## config.mk

```make
export PLATFORM = sky130hd
export DESIGN_NAME = height_map_text_parser_top
export DESIGN_NICKNAME = d
export VERILOG_FILES = /design/src/hw/rtl/hmtp_pkg.sv /design/src/hw/rtl/hmtp_parser.sv /design/src/hw/rtl/hmtp_thresh.sv /design/src/hw/rtl/height_map_text_parser_top.sv
export SDC_FILE = /design/constraint.sdc
export NUM_CORES = 2
export LEC_CHECK = 0
export BUFFER_PORTS_ARGS = -buffer_cell sky130_fd_sc_hd__buf_2
export CORE_AREA = 2 2 352 528
export CTS_BUF_LIST = sky130_fd_sc_hd__clkbuf_4 sky130_fd_sc_hd__clkbuf_8 sky130_fd_sc_hd__clkbuf_16
export DETAILED_ROUTE_END_ITERATION = 6
export DIE_AREA = 0 0 354 530
export SYNTH_ARGS = -nofsm -noshare
export SYNTH_HDL_FRONTEND = slang
export SYNTH_SLANG_ARGS = --single-unit
```

## constraint.sdc

```tcl
create_clock -name clk -period 10.5 [get_ports clk]
set_input_delay 0 -clock clk [delete_from_list [all_inputs] [get_ports clk]]
set_output_delay 0 -clock clk [all_outputs]
set_load 0.1 [all_outputs]
```

## src/hw/rtl/hmtp_pkg.sv

```systemverilog
// Shared types, constants and helpers of the height map text parser.
package hmtp_pkg;

  localparam int TEXT_W   = 8;
  localparam int DIM_W    = 13;
  localparam int COORD_W  = 12;
  localparam int HEIGHT_W = 32;
  localparam int COLOR_W  = 24;
  localparam int THR_W    = 34;
  localparam int ADDR_W   = 5;
  localparam int DATA_W   = 32;
  localparam int OUT_W    = 2 * COORD_W + HEIGHT_W + COLOR_W;

  // Grid limits; the counter widths above are sized for them
  localparam int MAX_COLUMNS = 4096;
  localparam int MAX_ROWS    = 4096;

  // Divide a 32-bit magnitude by five: multiply, then keep bits from FIFTH_SHIFT up
  localparam logic [HEIGHT_W-1:0] FIFTH_RECIP = 32'hCCCC_CCCD;
  localparam int                  FIFTH_SHIFT = 34;

  // Number of prefix characters still to skip once the first one is seen
  localparam logic [1:0] PREFIX_REST = 2'd2;

  localparam logic [TEXT_W-1:0] CH_SPACE   = 8'h20;
  localparam logic [TEXT_W-1:0] CH_NEWLINE = 8'h0A;
  localparam logic [TEXT_W-1:0] CH_MINUS   = 8'h2D;
  localparam logic [TEXT_W-1:0] CH_ZERO    = 8'h30;
  localparam logic [TEXT_W-1:0] CH_NINE    = 8'h39;
  localparam logic [TEXT_W-1:0] CH_LOW_A   = 8'h61;
  localparam logic [TEXT_W-1:0] CH_LOW_F   = 8'h66;
  localparam logic [TEXT_W-1:0] CH_UP_A    = 8'h41;
  localparam logic [TEXT_W-1:0] CH_UP_F    = 8'h46;

  typedef enum logic [2:0] {
    PH_IDLE   = 3'd0,
    PH_DIGITS = 3'd1,
    PH_SCAN   = 3'd2,
    PH_PREFIX = 3'd3,
    PH_HEX    = 3'd4
  } phase_t;

  typedef enum logic [2:0] {
    REG_MAP_WIDTH    = 3'd0,
    REG_MAP_ROWS     = 3'd1,
    REG_LO_BOUND     = 3'd2,
    REG_HI_BOUND     = 3'd3,
    REG_HI_SHADE     = 3'd4,
    REG_MIDDLE_COLOR = 3'd5,
    REG_LO_SHADE     = 3'd6
  } reg_idx_t;

  typedef struct packed {
    logic [COORD_W-1:0]         column;
    logic [COORD_W-1:0]         row_index;
    logic signed [HEIGHT_W-1:0] height;
    logic [COLOR_W-1:0]         color;
    logic                       has_color;
    logic                       last;
  } point_t;

  function automatic logic [3:0] hex_value(input logic [TEXT_W-1:0] c);
    logic [TEXT_W-1:0] t;
    begin
      t = 8'h00;
      if (c >= CH_ZERO && c <= CH_NINE) begin
        t = c - CH_ZERO;
      end else if (c >= CH_LOW_A && c <= CH_LOW_F) begin
        t = c - CH_LOW_A + 8'd10;
      end else if (c >= CH_UP_A && c <= CH_UP_F) begin
        t = c - CH_UP_A + 8'd10;
      end
      return t[3:0];
    end
  endfunction

endpackage

```

## src/hw/rtl/hmtp_parser.sv

```systemverilog
// Token parser and grid position counters of the height map text parser.
module hmtp_parser (
  input  logic                          clk,
  input  logic                          rst_n,
  input  logic                          accept,
  input  logic [hmtp_pkg::TEXT_W-1:0]   text_byte,
  input  logic                          end_of_text,
  input  logic [hmtp_pkg::DIM_W-1:0]    eff_w,
  input  logic [hmtp_pkg::DIM_W-1:0]    eff_r,
  output logic                          emit,
  output hmtp_pkg::point_t              pt
);
  import hmtp_pkg::*;

  phase_t              phase_r, phase_nxt, tok_phase;
  logic                neg_r, neg_nxt, tok_neg;
  logic [HEIGHT_W-1:0] hacc_r, hacc_nxt, tok_h;
  logic [COLOR_W-1:0]  cacc_r, cacc_nxt, tok_c;
  logic                hasc_r, hasc_nxt, tok_hasc;
  logic [1:0]          skip_r, skip_nxt, tok_skip;
  logic [DIM_W-1:0]    col_r, col_nxt, row_r, row_nxt;
  logic                done_r, done_nxt;

  logic                is_sep, is_digit, is_minus, finish, in_grid;
  logic [3:0]          digit_val;
  logic [DIM_W:0]      col_inc, row_inc;
  logic [HEIGHT_W-1:0] height_val;

  assign is_sep    = (text_byte == CH_SPACE) || (text_byte == CH_NEWLINE);
  assign is_digit  = (text_byte >= CH_ZERO) && (text_byte <= CH_NINE);
  assign is_minus  = (text_byte == CH_MINUS);
  assign digit_val = text_byte[3:0];
  assign finish    = is_sep ? (phase_r != PH_IDLE) : end_of_text;

  // Next phase within the token, before finishing.
  always_comb begin
    tok_phase = phase_r;
    if (!is_sep) begin
      unique case (phase_r)
        PH_IDLE:   tok_phase = (is_minus || is_digit) ? PH_DIGITS : PH_PREFIX;
        PH_DIGITS: begin
          if (is_digit)      tok_phase = PH_DIGITS;
          else if (is_minus) tok_phase = PH_SCAN;
          else               tok_phase = PH_PREFIX;
        end
        PH_SCAN:   tok_phase = (!is_digit && !is_minus) ? PH_PREFIX : PH_SCAN;
        PH_PREFIX: tok_phase = (skip_r == 2'd1) ? PH_HEX : PH_PREFIX;
        PH_HEX:    tok_phase = PH_HEX;
        default:   tok_phase = PH_IDLE;
      endcase
    end
    phase_nxt = (finish || end_of_text) ? PH_IDLE : tok_phase;
  end

  // Accumulators and grid position.
  always_comb begin
    tok_neg  = neg_r;
    tok_h    = hacc_r;
    tok_c    = cacc_r;
    tok_hasc = hasc_r;
    tok_skip = skip_r;
    if (!is_sep) begin
      unique case (phase_r)
        PH_IDLE: begin
          if (is_minus) begin
            tok_neg = 1'b1;
          end else if (is_digit) begin
            tok_h = {28'd0, digit_val};
          end else begin
            tok_hasc = 1'b1;
            tok_c    = '0;
            tok_skip = PREFIX_REST;
          end
        end
        PH_DIGITS: begin
          if (is_digit) begin
            tok_h = (hacc_r << 3) + (hacc_r << 1) + {28'd0, digit_val};
          end else if (!is_minus) begin
            tok_hasc = 1'b1;
            tok_c    = '0;
            tok_skip = PREFIX_REST;
          end
        end
        PH_SCAN: begin
          if (!is_digit && !is_minus) begin
            tok_hasc = 1'b1;
            tok_c    = '0;
            tok_skip = PREFIX_REST;
          end
        end
        PH_PREFIX: tok_skip = skip_r - 2'd1;
        PH_HEX:    tok_c = {cacc_r[COLOR_W-5:0], hex_value(text_byte)};
        default:   tok_skip = skip_r;
      endcase
    end

    height_val = tok_neg ? (32'd0 - tok_h) : tok_h;
    in_grid    = !done_r && (col_r < eff_w) && (row_r < eff_r);
    col_inc    = {1'b0, col_r} + 14'd1;
    row_inc    = {1'b0, row_r} + 14'd1;

    emit          = accept && finish && in_grid;
    pt.column     = col_r[COORD_W-1:0];
    pt.row_index  = row_r[COORD_W-1:0];
    pt.height     = height_val;
    pt.color      = tok_c;
    pt.has_color  = tok_hasc;
    pt.last       = (col_inc == {1'b0, eff_w}) && (row_inc == {1'b0, eff_r});

    col_nxt  = col_r;
    row_nxt  = row_r;
    done_nxt = done_r;
    if (finish && !done_r) begin
      if (col_inc >= {1'b0, eff_w}) begin
        col_nxt = '0;
        row_nxt = row_inc[DIM_W-1:0];
        if (row_inc >= {1'b0, eff_r}) done_nxt = 1'b1;
      end else begin
        col_nxt = col_inc[DIM_W-1:0];
      end
    end

    neg_nxt  = tok_neg;
    hacc_nxt = tok_h;
    cacc_nxt = tok_c;
    hasc_nxt = tok_hasc;
    skip_nxt = tok_skip;
    if (finish || end_of_text) begin
      neg_nxt  = 1'b0;
      hacc_nxt = '0;
      cacc_nxt = '0;
      hasc_nxt = 1'b0;
      skip_nxt = '0;
    end
    // end of text starts a new map
    if (end_of_text) begin
      col_nxt  = '0;
      row_nxt  = '0;
      done_nxt = 1'b0;
    end
  end

  always_ff @(posedge clk) begin
    if (!rst_n) begin
      phase_r <= PH_IDLE;
      neg_r   <= 1'b0;
      hacc_r  <= '0;
      cacc_r  <= '0;
      hasc_r  <= 1'b0;
      skip_r  <= '0;
      col_r   <= '0;
      row_r   <= '0;
      done_r  <= 1'b0;
    end else if (accept) begin
      phase_r <= phase_nxt;
      neg_r   <= neg_nxt;
      hacc_r  <= hacc_nxt;
      cacc_r  <= cacc_nxt;
      hasc_r  <= hasc_nxt;
      skip_r  <= skip_nxt;
      col_r   <= col_nxt;
      row_r   <= row_nxt;
      done_r  <= done_nxt;
    end
  end

endmodule

```

## src/hw/rtl/hmtp_thresh.sv

```systemverilog
// Color threshold unit: one fifth of the height span by reciprocal multiplication.
module hmtp_thresh (
  input  logic                                clk,
  input  logic                                rst_n,
  input  logic                                start,
  input  logic signed [hmtp_pkg::HEIGHT_W-1:0] lo_bound,
  input  logic signed [hmtp_pkg::HEIGHT_W-1:0] hi_bound,
  output logic                                busy,
  output logic signed [hmtp_pkg::THR_W-1:0]   thr_top,
  output logic signed [hmtp_pkg::THR_W-1:0]   thr_bot
);
  import hmtp_pkg::*;

  logic                       pend_r, mul_r, fin_r, neg_r;
  logic [HEIGHT_W-1:0]        mag_r;
  logic [2*HEIGHT_W-1:0]      prod_r;
  logic signed [THR_W-1:0]    top_r, bot_r;

  logic signed [HEIGHT_W:0]   span;
  logic [HEIGHT_W:0]          span_mag;
  logic [2*HEIGHT_W-1:0]      prod_nxt;
  logic [HEIGHT_W-1:0]        quo;
  logic signed [THR_W-1:0]    fifth, lo_x, hi_x;

  assign span     = {hi_bound[HEIGHT_W-1], hi_bound} - {lo_bound[HEIGHT_W-1], lo_bound};
  assign span_mag = span[HEIGHT_W] ? (33'd0 - span) : span;
  assign prod_nxt = {{HEIGHT_W{1'b0}}, mag_r} * {{HEIGHT_W{1'b0}}, FIFTH_RECIP};
  assign quo      = {2'b00, prod_r[2*HEIGHT_W-1:FIFTH_SHIFT]};
  assign fifth    = neg_r ? (34'sd0 - $signed({2'b00, quo})) : $signed({2'b00, quo});
  assign lo_x     = {{2{lo_bound[HEIGHT_W-1]}}, lo_bound};
  assign hi_x     = {{2{hi_bound[HEIGHT_W-1]}}, hi_bound};

  assign busy    = pend_r || mul_r || fin_r;
  assign thr_top = top_r;
  assign thr_bot = bot_r;

  // Three steps: capture the span, multiply, apply the fifth to both ends.
  always_ff @(posedge clk) begin
    if (!rst_n) begin
      pend_r <= 1'b0;
      mul_r  <= 1'b0;
      fin_r  <= 1'b0;
      top_r  <= '0;
      bot_r  <= '0;
    end else begin
      pend_r <= start;
      mul_r  <= pend_r;
      fin_r  <= mul_r;
      if (fin_r) begin
        top_r <= hi_x - fifth;
        bot_r <= lo_x + fifth;
      end
    end
  end

  always_ff @(posedge clk) begin
    if (pend_r) begin
      mag_r <= span_mag[HEIGHT_W-1:0];
      neg_r <= span[HEIGHT_W];
    end
    if (mul_r) begin
      prod_r <= prod_nxt;
    end
  end

endmodule

```

## src/hw/rtl/height_map_text_parser_top.sv

```systemverilog
// Top level of the height map text parser: config registers, parser and output pipeline.
//
// The block reads map text one byte per request on the in_ stream and emits
// one point per finished token on the out_ stream. Space and newline split
// tokens; a token is a signed decimal height, optionally followed by a
// three-character prefix and hex color digits. Points carry column, row,
// height and color; without a suffix the color is picked from the height
// against thresholds one fifth of the height span from each end. The input
// takes one byte every cycle while in_tready is high; the point of the byte
// that finishes its token is registered in the point register, gets its color
// combinationally from there and is registered in the output register, and a
// stalled output only holds the input once both stages are full. After a write
// to either height bound, in_tready drops while the threshold unit divides the
// span by five with a reciprocal multiply (capture, multiply, apply); other register writes take
// effect at once. The last byte of the text (in_tlast) finishes its token and
// rewinds the grid to the origin for the next map. Tokens beyond the grid are
// dropped. Registers sit at byte addresses 4*i in the order: row width, row
// count, low height bound, high height bound, color near the high bound,
// middle color, color near the low bound.
module height_map_text_parser_top (
  input  logic                          clk,
  input  logic                          rst_n,
  // input stream
  input  logic                          in_tvalid,
  output logic                          in_tready,
  input  logic [7:0]                    in_tdata,     // [7:0] text_byte
  input  logic                          in_tlast,     // end_of_text
  // result stream
  output logic                          out_tvalid,
  input  logic                          out_tready,
  output logic [hmtp_pkg::OUT_W-1:0]    out_tdata,    // [11:0] column, [23:12] row_index,
                                                      // [55:24] height, [79:56] point_color
  output logic                          out_tlast,    // last_point
  // configuration port
  input  logic                          cfg_psel,
  input  logic                          cfg_penable,
  input  logic                          cfg_pwrite,
  input  logic [hmtp_pkg::ADDR_W-1:0]   cfg_paddr,
  input  logic [hmtp_pkg::DATA_W-1:0]   cfg_pwdata,
  output logic [hmtp_pkg::DATA_W-1:0]   cfg_prdata,
  output logic                          cfg_pready
);
  import hmtp_pkg::*;

  localparam logic [16:0] MAX_C = 17'(MAX_COLUMNS);
  localparam logic [16:0] MAX_R = 17'(MAX_ROWS);

  // Configuration registers
  logic [DIM_W-1:0]           map_width_r, map_rows_r;
  logic signed [HEIGHT_W-1:0] lo_bound_r, hi_bound_r;
  logic [COLOR_W-1:0]         hi_shade_r, middle_color_r, lo_shade_r;

  logic                       cfg_wr;
  reg_idx_t                   cfg_idx;
  logic [DIM_W-1:0]           eff_w, eff_r;

  // Pipeline
  logic                       accept, emit;
  point_t                     pt;
  point_t                     s1_r;
  logic                       s1_valid_r, s1_valid_nxt, s1_free, s2_free;
  logic                       out_valid_r;
  logic [OUT_W-1:0]           out_data_r;
  logic                       out_last_r;

  // Threshold unit
  logic                       thr_busy, thr_start;
  logic signed [THR_W-1:0]    thr_top, thr_bot;
  logic signed [THR_W-1:0]    h_x;
  logic [COLOR_W-1:0]         color_sel;

  assign cfg_pready = 1'b1;
  assign cfg_wr     = cfg_psel && cfg_penable && cfg_pwrite && cfg_pready;
  assign cfg_idx    = reg_idx_t'(cfg_paddr[ADDR_W-1:2]);
  assign thr_start  = cfg_wr && (cfg_idx == REG_LO_BOUND || cfg_idx == REG_HI_BOUND);

  always_ff @(posedge clk) begin
    if (!rst_n) begin
      map_width_r    <= 13'd1;
      map_rows_r     <= 13'd1;
      lo_bound_r     <= '0;
      hi_bound_r     <= '0;
      hi_shade_r     <= '0;
      middle_color_r <= '0;
      lo_shade_r     <= '0;
    end else if (cfg_wr) begin
      unique case (cfg_idx)
        REG_MAP_WIDTH:    map_width_r    <= cfg_pwdata[DIM_W-1:0];
        REG_MAP_ROWS:     map_rows_r     <= cfg_pwdata[DIM_W-1:0];
        REG_LO_BOUND:     lo_bound_r     <= cfg_pwdata;
        REG_HI_BOUND:     hi_bound_r     <= cfg_pwdata;
        REG_HI_SHADE:     hi_shade_r     <= cfg_pwdata[COLOR_W-1:0];
        REG_MIDDLE_COLOR: middle_color_r <= cfg_pwdata[COLOR_W-1:0];
        REG_LO_SHADE:     lo_shade_r     <= cfg_pwdata[COLOR_W-1:0];
        default:          map_width_r    <= map_width_r;  // drop writes past the list
      endcase
    end
  end

  // Read back the register at the addressed slot.
  always_comb begin
    unique case (cfg_idx)
      REG_MAP_WIDTH:    cfg_prdata = {19'd0, map_width_r};
      REG_MAP_ROWS:     cfg_prdata = {19'd0, map_rows_r};
      REG_LO_BOUND:     cfg_prdata = lo_bound_r;
      REG_HI_BOUND:     cfg_prdata = hi_bound_r;
      REG_HI_SHADE:     cfg_prdata = {8'd0, hi_shade_r};
      REG_MIDDLE_COLOR: cfg_prdata = {8'd0, middle_color_r};
      REG_LO_SHADE:     cfg_prdata = {8'd0, lo_shade_r};
      default:          cfg_prdata = '0;
    endcase
  end

  // Zero acts as one, and anything above the grid limit acts as the limit.
  always_comb begin
    if (map_width_r == '0)               eff_w = 13'd1;
    else if ({4'd0, map_width_r} > MAX_C) eff_w = MAX_C[DIM_W-1:0];
    else                                 eff_w = map_width_r;
    if (map_rows_r == '0)                eff_r = 13'd1;
    else if ({4'd0, map_rows_r} > MAX_R)  eff_r = MAX_R[DIM_W-1:0];
    else                                 eff_r = map_rows_r;
  end

  hmtp_thresh u_thresh (
    .clk      (clk),
    .rst_n    (rst_n),
    .start    (thr_start),
    .lo_bound (lo_bound_r),
    .hi_bound (hi_bound_r),
    .busy     (thr_busy),
    .thr_top  (thr_top),
    .thr_bot  (thr_bot)
  );

  // Flow control: the output register frees when taken, the point register
  // frees when it moves on; hold the input while thresholds are recomputed.
  assign s2_free   = !out_valid_r || out_tready;
  assign s1_free   = !s1_valid_r || s2_free;
  assign in_tready = !thr_busy && s1_free;
  assign accept    = in_tvalid && in_tready;

  hmtp_parser u_parser (
    .clk         (clk),
    .rst_n       (rst_n),
    .accept      (accept),
    .text_byte   (in_tdata),
    .end_of_text (in_tlast),
    .eff_w       (eff_w),
    .eff_r       (eff_r),
    .emit        (emit),
    .pt          (pt)
  );

  assign s1_valid_nxt = s1_free ? emit : s1_valid_r;

  always_ff @(posedge clk) begin
    if (!rst_n) begin
      s1_valid_r <= 1'b0;
    end else begin
      s1_valid_r <= s1_valid_nxt;
    end
  end

  always_ff @(posedge clk) begin
    if (s1_free && emit) begin
      s1_r <= pt;
    end
  end

  // Suffix color if present; else top band first, then bottom band, else middle.
  always_comb begin
    h_x = {{2{s1_r.height[HEIGHT_W-1]}}, s1_r.height};
    if (s1_r.has_color)    color_sel = s1_r.color;
    else if (h_x >= thr_top) color_sel = hi_shade_r;
    else if (h_x <= thr_bot) color_sel = lo_shade_r;
    else                   color_sel = middle_color_r;
  end

  always_ff @(posedge clk) begin
    if (!rst_n) begin
      out_valid_r <= 1'b0;
    end else if (s2_free) begin
      out_valid_r <= s1_valid_r;
    end
  end

  always_ff @(posedge clk) begin
    if (s2_free && s1_valid_r) begin
      out_data_r <= {color_sel, s1_r.height, s1_r.row_index, s1_r.column};
      out_last_r <= s1_r.last;
    end
  end

  assign out_tvalid = out_valid_r;
  assign out_tdata  = out_data_r;
  assign out_tlast  = out_last_r;

endmodule

```

==> Word level (Yosys, flattened, before mapping) <==
Index checks and enable logic that the tools add are counted.
Widths: inputs -> output; s select.
{ "totals": {"ff_bits": 585, "inputBits": 53, "output_inout_bits": 116, "wordCells": 206} }
{ "classes": {"addsub": 16, "multipliers": 1, "magnitude_cmp": 14, "eq_ne": 22, "muxes": 67, "n_reduce_logical": 52} }
{ "ops": {"columns": ["cell", "n"], "rows": [
  ["$mux 24", 10],
  ["$mux 32", 7],
  ["$pmux 32 s7", 1],
  ["$mux 13", 10],
  ["$pmux 24 s4", 1],
  ["$mul 32x32->64 const B", 1],
  ["$pmux 32 s2", 1],
  ["$sub 1x32->32 const A", 2],
  ["$add 32x34->34", 1],
  ["$ge 32x34->1", 1],
  ["$le 32x34->1", 1],
  ["$mux 34", 1],
  ["$sub 32x34->34", 1],
  ["$sub 32x32->33", 1],
  ["$add 32x32->32", 1],
  ["$add 32x4->32", 1],
  ["$sub 1x30->31 const A", 1],
  ["$add 13x1->14 const B", 2],
  ["$eq 14x13->1", 2],
  ["$ge 14x13->1", 2],
  ["$gt 13x13->1 const B", 2],
  ["$logic_not 13->1", 2],
  ["$lt 13x13->1", 2],
  ["$mux 1", 18],
  ["33 further kinds", 100]
]} }

==> Depth between registers and ports, before layout <==
{ "logic_depth": {"word_depth": 8, "mapped_depth": 27, "mapped_depth_nobuf": 27} }

==> Cells and area by module <==
From an unflattened synthesis, not the netlist that was laid out.
{ "unflattened": {"hier_cells": 5710, "hier_area_um2": 52116.2} }
{ "by_module_without_submodules": {"columns": ["module", "n_inst", "cells_per_inst", "area_each_um2", "seq_area_each_um2"], "rows": [
  ["hmtp_thresh", 1, 2912, 27318.7, 3313.2],
  ["height_map_text_parser_top", 1, 1530, 15240.9, 8177.8],
  ["hmtp_parser", 1, 1268, 9556.7, 1801.7]
]} }

==> Least setup slack after synthesis <==
No wires, ideal clock.
{ "synth_path": {"kind": "register to register", "startpoint": "reg out_valid_r, in the netlist out_tvalid", "endpoint": "reg s1_r, in the netlist h_x[0] (enable)", "setup_time_ns": 0.625, "t_arrival_ns": 10.471, "required_time_ns": 9.875, "path_slack_ns": -0.596, "stages_incl_launch_ff": 8, "path_buffers": 1, "synth_period_minus_slack_ns": 11.096, "cell_sequence": "dfxtp_1 nor2b_1 and2_1 nor4_1 and2_1 clkbuf_1 o2111ai_1 nor3_1"} }
{ "synth_between": {"elab_chain_cells": 8} }
{ "synth_rtl": {"columns": ["item", "line_no", "source"], "rows": [
  ["from (decl)", "height_map_text_parser_top.sv:62", "logic out_valid_r;"],
  ["from (signal assigned)", "height_map_text_parser_top.sv:183", "out_valid_r <= s1_valid_r;"],
  ["$logic_not 1->1", "height_map_text_parser_top.sv:137", "assign s2_free = !out_valid_r || out_tready;"],
  ["$logic_or 1x1->1", "height_map_text_parser_top.sv:137", null],
  ["$logic_or 1x1->1", "height_map_text_parser_top.sv:138", "assign s1_free = !s1_valid_r || s2_free;"],
  ["$logic_and 1x1->1", "height_map_text_parser_top.sv:139", "assign in_tready = !thr_busy && s1_free;"],
  ["named net in_tready", "height_map_text_parser_top.sv:25", "output logic in_tready,"],
  ["$logic_and 1x1->1", "height_map_text_parser_top.sv:140", "assign accept = in_tvalid && in_tready;"],
  ["$logic_and 1x1->1 (2 in a row)", "hmtp_parser.sv:102", "emit = accept && finish && in_grid;"],
  ["$logic_and 1x1->1", "height_map_text_parser_top.sv:165", "if (s1_free && emit) begin"],
  ["to (signal assigned)", "height_map_text_parser_top.sv:166", "s1_r <= pt;"],
  ["to (decl)", "height_map_text_parser_top.sv:60", "point_t s1_r;"]
]} }
The timed path passes the listed nets, and every way through them passes these cells.
A chain may end at the register's enable or synchronous reset.

==> Final worst setup path <==
{ "layout_path": {"startpoint": "reg u_thresh.mag_r[3]", "endpoint": "reg u_thresh.prod_r[63], data pin"} }
{ "layout_between": {"elab_chain_cells": 1} }
{ "layout_rtl": {"columns": ["item", "line_no", "source"], "rows": [
  ["from (decl)", "hmtp_thresh.sv:15", "logic [HEIGHT_W-1:0] mag_r;"],
  ["from (signal assigned)", "hmtp_thresh.sv:58", "mag_r <= span_mag[HEIGHT_W-1:0];"],
  ["$mul 32x32->64", "hmtp_thresh.sv:27", "assign prod_nxt = {{HEIGHT_W{1'b0}}, mag_r} * {{HEIGHT_W{1'b0}}, FIFTH_RECIP};"],
  ["named net u_thresh.prod_nxt[63]", "hmtp_thresh.sv:21", "logic [2*HEIGHT_W-1:0] prod_nxt;"],
  ["to (signal assigned)", "hmtp_thresh.sv:62", "prod_r <= prod_nxt;"],
  ["to (decl)", "hmtp_thresh.sv:16", "logic [2*HEIGHT_W-1:0] prod_r;"]
]} }
The timed path passes the listed nets, and every way through them passes these cells.

==> summary.log <==
[status] outcome finished clean
[synthesis] share of Yosys cell area claimed by the top area cell type 15.5%
[synthesis] netlist area before placement 51000 um^2
[grt] Most Used Layer, Global Route met2
[grt] global route overflow 0
[power_and_ir_drop] Peak supply drop 0.000167 V
[clock_tree] Clock transition at path regs 70 ps
[placement] placer's final routability congestion estimate 0.965
[layout] area delta synth->final 11.1%
[setup_path] arrival time of the worst setup path 9420 ps
[timing] worst clock skew 57.2 ps
[setup_path] kind of end point of the critical path register
[clock_tree] worst skew pair latency 680 ps
[power_and_ir_drop] PD cells 141 nW/um^2
[timing] Hold Slack 151 ps
[power_and_ir_drop] total power draw 8.01 mW
[die] starting density of the core 27.8%
[timing] max-slew violations 0
[synthesis] average size of a mapped cell 9.42 um^2
[setup_path] worst-path cell with the longest stage delay sky130_fd_sc_hd__edfxtp_1
[setup_path] critical path launch point type register
[setup_path] cell chain of the critical path ha_1, xor2_1, xor2_1, fa_1, fa_1, fa_1, fa_1, fa_1, inv_1, fa_1, inv_1, ha_1, nand4_1, or2_2, a211oi_1, o21ai_0, o221ai_1, a21oi_1, o2111ai_1, a21oi_1, o21ai_0, a21oi_1, xnor2_1
[placement] HPWL Detailed 136000 um
[synthesis] number of warning messages in the yosys log 0
[die] Core Box Area 184000 um^2
[clock_tree] TritonCTS clock tree built
[setup_path] number of buffer and inverter instances along the worst setup path 2
[route] Antenna Violating Nets Remaining 0
[setup_path] Worst EP required 10900 ps
[setup_path] top fanout value on the critical path 8
[route] total wirelength of the detailed-routed design 166000 um
[die] y dimension of the die 530 um
[clock_tree] clk buf depth 3
[timing] transition time at the pin with the least slew margin 1220 ps
[timing] highest achievable clock rate 111 MHz
[clock_tree] total number of H-tree levels 2
[route] violation count after the first detailed-route iteration 2356
[grt] via count of the first global-routing pass 41187
[grt] met1 Track Usage GR 18.0%
[timing] final sum of negative setup slack 0 ps
[grt] largest net degree at the start of global routing 112
[placement] number of port buffers 165
[setup_path] worst reg2reg setup slack 1480 ps
[clock_tree] cts bufs inserted 50
[setup_path] cell occurring most often along the worst timing path sky130_fd_sc_hd__fa_1
[route] Avg Vias per Cell 4.94
[die] die footprint 188000 um^2
[route] number of iterations in the first detailed-routing pass 6
[die] number of top-level design ports 169
[synthesis] Post-Synthesis Cells 5420
[timing] setup-violating endpoint count in the final report 0
[min_path] Worst Hold Class primary input to register
[synthesis] top cells by count, synth sky130_fd_sc_hd__inv_1 (777), sky130_fd_sc_hd__ha_1 (631), sky130_fd_sc_hd__nand2_1 (576)
[die] count of standard-cell rows 193
[setup_path] Setup Crit Path Kind register to register
[grt] global-route track usage on met3 1.52%
[power_and_ir_drop] leak pwr 24.7 nW
[synthesis] cells taking the most area after synthesis sky130_fd_sc_hd__ha_1 (15%), sky130_fd_sc_hd__fa_1 (15%), sky130_fd_sc_hd__edfxtp_1 (13%)
[run] number of max-capacitance violations reported 0
[layout] post-layout net count 6599
[layout] fill count 19289
[clock_tree] total clock sinks 551
[grt] M2 GR Usage 33.5%
[layout] proportion of layout cells with a drive suffix above 1 7.47%
[setup_path] kind of cell adding the most delay to the critical path adder cells
[route] Wirelength per Cell 20.7 um
[synthesis] share of synthesized area occupied by flip-flops and latches 26.0%
[synthesis] number of synthesized flops with an enable pin 226
[synthesis] flip-flop and latch count after synthesis 551
[synthesis] ys async rst share 0%
[setup_path] delay of the slowest cell on the worst path 620 ps
[clock_tree] # Post-CTS Setup Buffers 0
[timing] worst-case headroom to the max-slew limit 18.3%
[grt] number of antenna violations at the first check in global routing 1
[timing] portion of the clock cycle consumed by the worst path in the final layout 85.9%
[synthesis] net count after synthesis 6495
[timing] Hold Violations, Final 0
[route] final routed DRC violation total 0
[route] Via Count 39566
[synthesis] Most used DFF post-synth sky130_fd_sc_hd__dfxtp_1
[synthesis] most frequent cell after synthesis sky130_fd_sc_hd__inv_1
[synthesis] cell taking the most area after synthesis sky130_fd_sc_hd__ha_1
[timing] RSZ-0062 raised after global routing no
[clock_tree] CTS Root Buffer Type sky130_fd_sc_hd__clkbuf_16
[die] Die Width 354 um
[grt] total routing resource utilization after global routing 17.5%
[synthesis] post-synthesis cell type count 110
[timing] minimum clock period 9020 ps
[grt] global-route wire length before repair 252000 um
## cell type report
class / count / area [um^2] / area share, %
multi-input combinational: 3901 / 34100 / 60.1
antenna: 1 / 2.50 / 0.00441
tap: 2437 / 3050 / 5.38
sequential: 551 / 13300 / 23.4
clock inverter: 31 / 465 / 0.821
inverter: 777 / 2920 / 5.14
timing repair buffer: 243 / 1520 / 2.68
clock buffer: 63 / 1370 / 2.42
## path summary, 6_finish.rpt
path,from,end,cells past startpoint
setup / recovery,u_thresh.mag_r[3],u_thresh.prod_r[63],23
hold / removal,in_tdata[0],s1_r[5],4
setup reg to reg,u_thresh.mag_r[3],u_thresh.prod_r[63],23
hold reg to reg,s1_r[68],out_tdata[22],0
## sequential cells by signal, indices dropped and copies added, names as in the netlist, 24 cells and up
name and flops:
h_x 32, hi_bound_r 32, hi_shade_r 24, lo_bound_r 32, lo_shade_r 24, middle_color_r 24, out_tdata 80, s1_r 50
u_parser.cacc_r 24, u_parser.hacc_r 32, u_thresh.mag_r 32, u_thresh.prod_r 30, u_thresh.thr_bot 34, u_thresh.thr_top 34
## power breakdown
part / internal [mW] / switching (mW) / total [mW]
Sequential: 2.39 / 0.0379 / 2.43
Clock: 1.17 / 0.947 / 2.12
Combinational: 1.39 / 2.07 / 3.46
## worst min-delay path: stages
cell and delay [ps]:
sky130_fd_sc_hd__buf_2 150, sky130_fd_sc_hd__nand3_1 90, sky130_fd_sc_hd__a21oi_1 170, sky130_fd_sc_hd__o21ai_0 260
## cells by family after synthesis
logic type | after synthesis | share of synthesized area, %
compound gates | 1079 | 14.5
flops | 551 | 26.0
buf+inv | 968 | 7.31
xor+xnor | 285 | 4.89
mux | 165 | 3.52
other cells | 1 | 0.00735
fa+ha+maj | 1022 | 30.8
simple gates | 1349 | 13.0
## cells in the final DEF (no fill, tap or decap), drive strengths merged, types with 24 or more instances in the layout
cell / instances
a22oi: 55
inv: 783
nor3: 67
nor2b: 137
nand4: 54
a211oi: 34
o21a: 39
a21boi: 167
nand2: 577
ha: 631
edfxtp: 226
nor2: 195
dfxtp: 325
a21oi: 202
mux2: 37
fa: 391
a31oi: 37
nand2b: 40
a22o: 37
dlygate4sd3: 39
xor2: 117
mux2i: 120
o21ai: 212
and2: 56
clkbuf: 64
nand3b: 25
a21o: 108
xnor2: 168
o211ai: 24
buf: 203
nand3: 66
and3: 32
## stage by stage
stage	utilization [%]	std cells	setup WS [ps]	instance area [um^2]
2_1_floorplan	-	5420	1970	51000
3_3_place_gp	29.7	7870	1440	54500
3_5_place_dp	29.7	7870	1470	54500
4_1_cts	30.9	8003	1400	56700
5_1_grt	30.9	8004	1060	56700
6_report	30.9	8004	1480	56700
## metal layers
layer | wire length, um | vias up | share of wire [%]
met5 | 0 | - | 0
met4 | 13000 | 0 | 7.8
met3 | 6030 | 418 | 3.6
met2 | 88100 | 1117 | 53
met1 | 58900 | 19350 | 35
li1 | - | 18681 | -
## timing repair
| action | CTS | global route |
|---|---|---|
| hold buffers | 39 | 0 |
| resized for setup | 0 | 0 |
| hold endpoints to repair | 201 | 0 |
No activity file was read; power rests on OpenSTA's default activity.
